### src/sv/ssrg_pkg.sv
// Shared types and constants for the sound shift register generator.
package ssrg_pkg;

    localparam int unsigned SHIFT_WIDTH     = 24;
    localparam int unsigned PHASE_WIDTH     = 25;
    localparam int unsigned COUNT_WIDTH     = 5;
    localparam int unsigned PERIOD_WIDTH    = 24;
    localparam int unsigned CFG_ADDR_WIDTH  = 2;
    localparam int unsigned CFG_DATA_WIDTH  = 24;
    localparam int unsigned S_TDATA_WIDTH   = 24;
    localparam int unsigned S_TUSER_WIDTH   = 2;
    localparam int unsigned M_TDATA_WIDTH   = 40;

    localparam int unsigned SHIFTS_PER_IRQ_DEFAULT = 24;

    localparam logic [PERIOD_WIDTH-1:0] FAST_PERIOD_RESET = 24'd1055623;
    localparam logic [PERIOD_WIDTH-1:0] SLOW_PERIOD_RESET = 24'd4222490;

    // One output sample in 9.16 phase units.
    localparam logic [PHASE_WIDTH-1:0] ONE_SAMPLE = 25'h001_0000;

    // Request kinds.
    localparam logic [1:0] REQ_TICK      = 2'd0;
    localparam logic [1:0] REQ_WRITE     = 2'd1;
    localparam logic [1:0] REQ_ACK       = 2'd2;

    // Register byte positions.
    localparam logic [1:0] SEL_BYTE0     = 2'd0;
    localparam logic [1:0] SEL_BYTE1     = 2'd1;
    localparam logic [1:0] SEL_BYTE2     = 2'd2;

    // Configuration register indexes.
    localparam logic [CFG_ADDR_WIDTH-1:0] CFG_FAST_PERIOD = 2'd0;
    localparam logic [CFG_ADDR_WIDTH-1:0] CFG_SLOW_PERIOD = 2'd1;
    localparam logic [CFG_ADDR_WIDTH-1:0] CFG_IRQ_ENABLE  = 2'd2;

    // Control byte bit positions.
    localparam int unsigned CTRL_NOISE  = 4;
    localparam int unsigned CTRL_FAST   = 5;
    localparam int unsigned CTRL_ENABLE = 7;

    // Noise mode tap and feedback target.
    localparam int unsigned NOISE_TAP   = 5;
    localparam int unsigned NOISE_DEST  = 15;

    typedef struct packed {
        logic [SHIFT_WIDTH-1:0] shift_data;
        logic [PHASE_WIDTH-1:0] phase;
        logic [COUNT_WIDTH-1:0] shift_count;
        logic                   irq_pending;
    } ssrg_state_t;

    typedef struct packed {
        logic [PERIOD_WIDTH-1:0] fast_period;
        logic [PERIOD_WIDTH-1:0] slow_period;
        logic                    irq_enable;
    } ssrg_cfg_t;

    typedef struct packed {
        logic [1:0] req_type;
        logic [7:0] line_control;
        logic [1:0] byte_select;
        logic [7:0] byte_value;
    } ssrg_req_t;

    typedef struct packed {
        logic [7:0]             sample_level;
        logic                   irq_raised;
        logic                   irq_pending_now;
        logic [SHIFT_WIDTH-1:0] shift_contents;
    } ssrg_result_t;

endpackage

### src/sv/sound_shift_register_generator_unit.sv
// Top level of the sound shift register generator: stream ports, state and result register.
//
// This block models a video-chip sound generator built around a 24-bit shift
// register that is clocked by a 9.16 fixed-point phase accumulator. Each
// input word is a request: a sample tick (tuser 0) that carries the line's
// audio control byte, a byte write into the shift register (tuser 1), or an
// interrupt acknowledge (tuser 2); tuser 3 does nothing but still returns a
// word. Every request gives exactly one result word holding the audio sample
// (bit 0 times sixteen times the volume, or zero), whether this request newly
// raised the sound interrupt, the pending flag afterward and the shift register
// contents afterward. The block takes one word per clock cycle unless stalled and
// shows its result in the cycle after acceptance; the rate is set by the single
// register stage holding the accumulator, counter and shift register, updated in
// the same cycle that the request is taken. The result register is refilled
// whenever it is empty or being drained, so input and output stall together only
// when the downstream side holds off. The user must write periods and the
// interrupt enable through the plain configuration port only while no request is
// in flight, unenforced by the block; the interrupt fires every SHIFTS_PER_IRQ shifts.
module sound_shift_register_generator_unit import ssrg_pkg::*; #(
    parameter int unsigned SHIFTS_PER_IRQ = SHIFTS_PER_IRQ_DEFAULT
) (
    input  logic                      aclk,
    input  logic                      aresetn,

    // Configuration write port.
    input  logic                      cfg_wr_en,
    input  logic [CFG_ADDR_WIDTH-1:0] cfg_addr,
    input  logic [CFG_DATA_WIDTH-1:0] cfg_wdata,

    // Request stream.
    input  logic                      s_tvalid,
    output logic                      s_tready,
    // From bit 0: line_control[7:0], byte_select[9:8], byte_value[17:10], zeros.
    input  logic [S_TDATA_WIDTH-1:0]  s_tdata,
    // From bit 0: req_type[1:0].
    input  logic [S_TUSER_WIDTH-1:0]  s_tuser,

    // Result stream.
    output logic                      m_tvalid,
    input  logic                      m_tready,
    // From bit 0: sample_level[7:0], irq_raised[8], irq_pending_now[9],
    // shift_contents[33:10], zeros.
    output logic [M_TDATA_WIDTH-1:0]  m_tdata
);

    ssrg_cfg_t    cfg_reg;
    ssrg_state_t  state_reg;
    ssrg_state_t  state_next;
    ssrg_req_t    req;
    ssrg_result_t result;
    ssrg_result_t result_reg;
    logic         m_tvalid_reg;
    logic         s_accept;

    // The result register can take a new word when it is empty or its
    // current word leaves in this cycle.
    assign s_tready = !m_tvalid_reg || m_tready;
    assign s_accept = s_tvalid && s_tready;

    assign req.req_type     = s_tuser;
    assign req.line_control = s_tdata[7:0];
    assign req.byte_select  = s_tdata[9:8];
    assign req.byte_value   = s_tdata[17:10];

    ssrg_step #(
        .SHIFTS_PER_IRQ(SHIFTS_PER_IRQ)
    ) u_step (
        .state      (state_reg),
        .cfg        (cfg_reg),
        .req        (req),
        .state_next (state_next),
        .result     (result)
    );

    always_ff @(posedge aclk) begin
        if (!aresetn) begin
            cfg_reg.fast_period <= FAST_PERIOD_RESET;
            cfg_reg.slow_period <= SLOW_PERIOD_RESET;
            cfg_reg.irq_enable  <= 1'b0;
        end else if (cfg_wr_en) begin
            case (cfg_addr)
                CFG_FAST_PERIOD: cfg_reg.fast_period <= cfg_wdata[PERIOD_WIDTH-1:0];
                CFG_SLOW_PERIOD: cfg_reg.slow_period <= cfg_wdata[PERIOD_WIDTH-1:0];
                CFG_IRQ_ENABLE:  cfg_reg.irq_enable  <= cfg_wdata[0];
                default: ;
            endcase
        end
    end

    // Generator state advances on every accepted request.
    always_ff @(posedge aclk) begin
        if (!aresetn) begin
            state_reg <= '0;
        end else if (s_accept) begin
            state_reg <= state_next;
        end
    end

    always_ff @(posedge aclk) begin
        if (!aresetn) begin
            m_tvalid_reg <= 1'b0;
        end else if (s_tready) begin
            m_tvalid_reg <= s_tvalid;
        end
    end

    always_ff @(posedge aclk) begin
        if (s_accept) begin
            result_reg <= result;
        end
    end

    assign m_tvalid = m_tvalid_reg;
    assign m_tdata  = {6'b000000, result_reg.shift_contents, result_reg.irq_pending_now,
                       result_reg.irq_raised, result_reg.sample_level};

    // The shift counter restarts before it reaches the interrupt interval.
    assert property (@(posedge aclk) disable iff (!aresetn)
        state_reg.shift_count < COUNT_WIDTH'(SHIFTS_PER_IRQ))
        else $error("shift counter ran past the interrupt interval");

    // A newly raised interrupt is always shown as pending.
    assert property (@(posedge aclk) disable iff (!aresetn)
        m_tvalid_reg && result_reg.irq_raised |-> result_reg.irq_pending_now)
        else $error("raised interrupt not reported as pending");

    // An interrupt is only raised while interrupts are enabled and none is pending.
    assert property (@(posedge aclk) disable iff (!aresetn)
        s_accept && result.irq_raised |-> cfg_reg.irq_enable && !state_reg.irq_pending)
        else $error("interrupt raised while disabled or already pending");

    // An acknowledge clears the pending flag.
    assert property (@(posedge aclk) disable iff (!aresetn)
        s_accept && s_tuser == REQ_ACK |=> !state_reg.irq_pending)
        else $error("acknowledge did not clear the pending interrupt");

endmodule

### src/sv/ssrg_step.sv
// Next-state and result logic for one request word.
module ssrg_step import ssrg_pkg::*; #(
    parameter int unsigned SHIFTS_PER_IRQ = SHIFTS_PER_IRQ_DEFAULT
) (
    input  ssrg_state_t  state,
    input  ssrg_cfg_t    cfg,
    input  ssrg_req_t    req,
    output ssrg_state_t  state_next,
    output ssrg_result_t result
);

    logic [PERIOD_WIDTH-1:0] period;
    logic [PHASE_WIDTH-1:0]  phase_inc;
    logic                    do_shift;
    logic                    feedback;
    logic [SHIFT_WIDTH-1:0]  shifted;
    logic [COUNT_WIDTH-1:0]  count_inc;
    logic                    count_wrap;
    logic [7:0]              sample;
    logic                    raised;

    always_comb begin
        period    = req.line_control[CTRL_FAST] ? cfg.fast_period : cfg.slow_period;
        phase_inc = state.phase + ONE_SAMPLE;
        do_shift  = (phase_inc >= {1'b0, period});

        // Tone mode recirculates bit 0; noise mode mixes in the tap and
        // also drops the feedback bit into the middle of the register.
        feedback = state.shift_data[0];
        if (req.line_control[CTRL_NOISE]) begin
            feedback = state.shift_data[0] ^ state.shift_data[NOISE_TAP];
        end
        shifted = state.shift_data >> 1;
        if (req.line_control[CTRL_NOISE]) begin
            shifted[NOISE_DEST] = feedback;
        end
        shifted[SHIFT_WIDTH-1] = feedback;

        count_inc  = state.shift_count + COUNT_WIDTH'(1);
        count_wrap = (count_inc >= COUNT_WIDTH'(SHIFTS_PER_IRQ));

        sample = 8'd0;
        raised = 1'b0;
        state_next = state;

        case (req.req_type)
            REQ_TICK: begin
                if (req.line_control[CTRL_ENABLE] && state.shift_data[0]) begin
                    sample = {req.line_control[3:0], 4'b0000};
                end
                state_next.phase = phase_inc;
                if (do_shift) begin
                    state_next.phase      = phase_inc - {1'b0, period};
                    state_next.shift_data = shifted;
                    state_next.shift_count = count_inc;
                    if (count_wrap) begin
                        state_next.shift_count = '0;
                        if (cfg.irq_enable && !state.irq_pending) begin
                            state_next.irq_pending = 1'b1;
                            raised = 1'b1;
                        end
                    end
                end
            end
            REQ_WRITE: begin
                case (req.byte_select)
                    SEL_BYTE0: state_next.shift_data[7:0]   = req.byte_value;
                    SEL_BYTE1: state_next.shift_data[15:8]  = req.byte_value;
                    SEL_BYTE2: state_next.shift_data[23:16] = req.byte_value;
                    default: ;
                endcase
            end
            REQ_ACK: begin
                state_next.irq_pending = 1'b0;
            end
            default: ;
        endcase

        result.sample_level    = sample;
        result.irq_raised      = raised;
        result.irq_pending_now = state_next.irq_pending;
        result.shift_contents  = state_next.shift_data;
    end

endmodule

### config.mk
export PLATFORM = sky130hd
export DESIGN_NAME = sound_shift_register_generator_unit
export DESIGN_NICKNAME = d
export VERILOG_FILES = /design/src/sv/ssrg_pkg.sv /design/src/sv/sound_shift_register_generator_unit.sv /design/src/sv/ssrg_step.sv
export SDC_FILE = /design/constraint.sdc
export NUM_CORES = 1
export LEC_CHECK = 0
export BUFFER_PORTS_ARGS = -buffer_cell sky130_fd_sc_hd__buf_4
export CAP_MARGIN = 20
export CORE_ASPECT_RATIO = 1.1
export CORE_MARGIN = 2
export CORE_UTILIZATION = 60
export DETAILED_ROUTE_END_ITERATION = 12
export GPL_TIMING_DRIVEN = 0
export PLACE_DENSITY = 0.83
export REMOVE_ABC_BUFFERS = 1
export SYNTH_ARGS = -nofsm -noshare
export SYNTH_HDL_FRONTEND = slang
export SYNTH_SLANG_ARGS = --single-unit
export TNS_END_PERCENT = 50
### constraint.sdc
create_clock -name aclk -period 11.9 [get_ports aclk]
set_input_delay 2.975 -clock aclk [delete_from_list [all_inputs] [get_ports aclk]]
set_output_delay 2.975 -clock aclk [all_outputs]
set_load 0.05 [all_outputs]
==> impl_results.md <==
- Final Cycle Share: 54.0%
- Vias per cell: 5.91
- Highest clock rate: roughly 0.16 GHz
- Worst flop-to-flop path startpoint: state_reg[22]
- Rows: 41
- Peak supply drop: ~0.0001 V
- Layout net count: ~960
- Largest stage delay, worst path: around 0.20 ns
- DR iter-0 viols: around 340
- Hold Path Class: reg2reg
- ANT nets after route: 0
- Clock power frac: between 40% and 50%
- Ordered list of cells on the worst path: buf_4 -> nand2b_1 -> buf_4
- Setup_tns: 0 ns
- Clock transition at path regs: roughly 0.060 ns
- Port Buffers: 81
- Drt drc: 0
- Fraction of registers with async set or reset after synthesis: 0%
- Synth Flop Type: dfxtp_1
- Final hold vios: 0
- Worst setup startpoint: m_tready
- Via Count: 6,117
- Buf+Inv Stages, Crit Path: 2
- Detail Placement HPWL: around 12 mm
- First-pass GRT wire length: 27.9 mm
- Flop pwr share: approximately two fifths
- Mapped cell area: around 7000 um2
- Min Clock Period, post-route: ~6.4 ns
- Share of cells above drive strength 1: 15.8%
- Total Routing Usage GR: approximately 28%
- Largest net degree at the start of global routing: 63
- Top cell by count, worst path: buf_4
- Final core utilization: about 72%
- Clock Skews: 0.0105 ns
- Cell area after layout: roughly 8300 um2
- Comb pwr share: 17.0%
- Hold Startpoint: cfg_reg[16]
- Chip height: roughly 120 um
- Clk sinks: about 140
- CTS tree: done
- Distinct cells, synth: 70
- Hold_buf cts: 0
- GP Congestion: 0.940
- Root Buffer: clkbuf_16
- Worst-Margin Slew: roughly 1.1 ns
- Clk_lat worst skew: roughly 0.42 ns
- Post-CTS sizing: 0
- Slew Limit Fails: 0
- Met1 Routed Length: 6.66 mm
- Met2 wire len: just under 9 mm
- Post-CTS Setup Inserts: 0
- Slowest CP cell: buf_4
- Post-synth EDFFs: 30
- Pre-Repair DR Iteration Count: 5
- Status: finished clean
- Max cap viols: 0
- Initial antenna violation count: 0
- Grt ovf: 0
- Critical Path AT: approximately 3.5 ns
- Register area share after synthesis: between 40% and 50%
- Sw Share: between 20 and 30%
- Routed WL: 17.0 mm
- CP Capture Type: output port
- Worst Path Required: between 8 and 9 ns
- Initial core utilization: roughly 61%
- Die footprint: about 13,000 um2
- Highest Signal Layer: met4
- Ys Warns: 0
- Met3 WL: ~950 um
- Slew margin rel.: around a quarter
- Power density over the cells: about 150 nW/um2
- CTS max path bufs: 2
- # setup viols final: 0
- Die width: around 110 um
- Wire per inst: 16.4 um
- Placement Cell Area: approximately 7700 um2
- Area grow syn2layout: 18.4%
- Static Leakage: around 3.3 nW
- CTS H-tree depth: 4
- Pint: 0.889 mW
- Worst path top cell family by delay: buffers and inverters
- CTS Buf Count: 17
- Ant diodes: 0
- Max reg flops: 55
- Number of global-route vias before repair: about 6,000
- RSZ-0062 raised after global routing: no
- IO Pins: 99
- Max FO, Critical Path: 3
- Filler Cell Count: approximately 850
- Worst Setup Start Kind: primary input
- Sw power: 0.353 mW
- Post-Syn Instances: 804
- CORE AREA: roughly 11,000 um2
- Synth Register Bits: 135
- Critical path type: in2out
- Synthesized area per cell: 8.70 um2
[through the flow]
stage               hold slack (ns)  std cells  power (mW)  setup slack [ns]
floorplan                     0.433        769       0.648              5.51
global placement              0.441       1000       0.704              5.36
detailed placement            0.447       1002       0.712              5.48
CTS                           0.455       1034        1.24              5.48
global route                  0.469       1035        1.28              5.45
finish                        0.453       1035        1.24              5.48
[cell usage after synthesis, drive strengths merged (22+ instances only)]
cell,number,area share (%)
ha,27,4.8
o2bb2ai,22,2.8
inv,36,1.9
dfxtp,105,30
o21ai,43,3.1
clkbuf,22,1.2
nor2,31,1.7
nand2,152,8.3
edfxtp,30,13
a21oi,90,6.8
mux2i,25,3.6
a22oi,23,2.5
buf,22,1.9
nand3,31,2.3
xnor2,22,2.8
[worst paths after layout]
kind                 end  slack, ns  depth (start not counted)
min reg2reg  cfg_reg[16]       0.45                          2
max             s_tready       5.48                          3
max reg2reg  m_tdata[28]       7.85                         11
min          cfg_reg[16]       0.45                          2
[cells in the final DEF (no fill, tap or decap), drive strengths merged, types with 6 or more instances in the layout]
cell type and n:
nand2 152, o21ai 43, ha 27, a21oi 90, a22oi 23, mux2i 25
nor2 31, clkbuf 19, nand2b 6, dfxtp 105, inv 38, nand3b 10
buf 84, xnor2 22, a31oi 6, edfxtp 30, a21o 8, conb 10
nor3 15, nor3b 6, o2bb2ai 22, nand3 31
[logic make-up (layout without fill, tap and decap cells)]
| kind of cell | count (synthesis) | in the layout | synth area share [%] |
|---|---|---|---|
| simple gates | 276 | 276 | 18.2 |
| mux | 27 | 27 | 3.90 |
| flops | 135 | 135 | 42.9 |
| buf+inv | 80 | 152 | 5.03 |
| compound gates | 230 | 230 | 21.3 |
| other cells | 1 | 10 | 0.0536 |
| xor+xnor | 27 | 27 | 3.38 |
| fa+ha+maj | 28 | 28 | 5.12 |
[final cells by class]
class | instances | area, um2 | area share [%]
Timing Repair Buffer | 84 | 667 | 8.05
Inverter | 36 | 135 | 1.63
Clock inverter | 13 | 144 | 1.74
Multi-Input combinational cell | 598 | 3680 | 44.4
Sequential cell | 135 | 3000 | 36.3
Clock buffer | 19 | 464 | 5.61
Tap cell | 150 | 188 | 2.27
[power groups by stage]
| stage | Sequential, mW | Clock [mW] | Combinational, mW |
|---|---|---|---|
| finish | 0.496 | 0.535 | 0.211 |
| global route | 0.498 | 0.556 | 0.230 |
| CTS | 0.496 | 0.537 | 0.209 |
| detailed placement | 0.506 | 0 | 0.206 |
| global placement | 0.505 | 0 | 0.199 |
| floorplan | 0.525 | 0 | 0.122 |
[metal layers]
layer / track usage, % / vias up
met4: 13.2 / 0
met5: 0 / -
met1: 30.6 / 2848
met3: 5.32 / 53
li1: - / 2992
met2: 52.0 / 224
[worst register-to-register path, delay by kind of cell, from the launching register on]
family / cells / cell delay, ns
AOI/OAI and AO/OA: 3 / 0.72
adders and majority gates: 2 / 0.66
and+or+nand+nor: 5 / 1.91
DFF: 1 / 0.44
xor gates and xnor gates: 1 / 0.15
No activity file was read; power rests on OpenSTA's default activity.
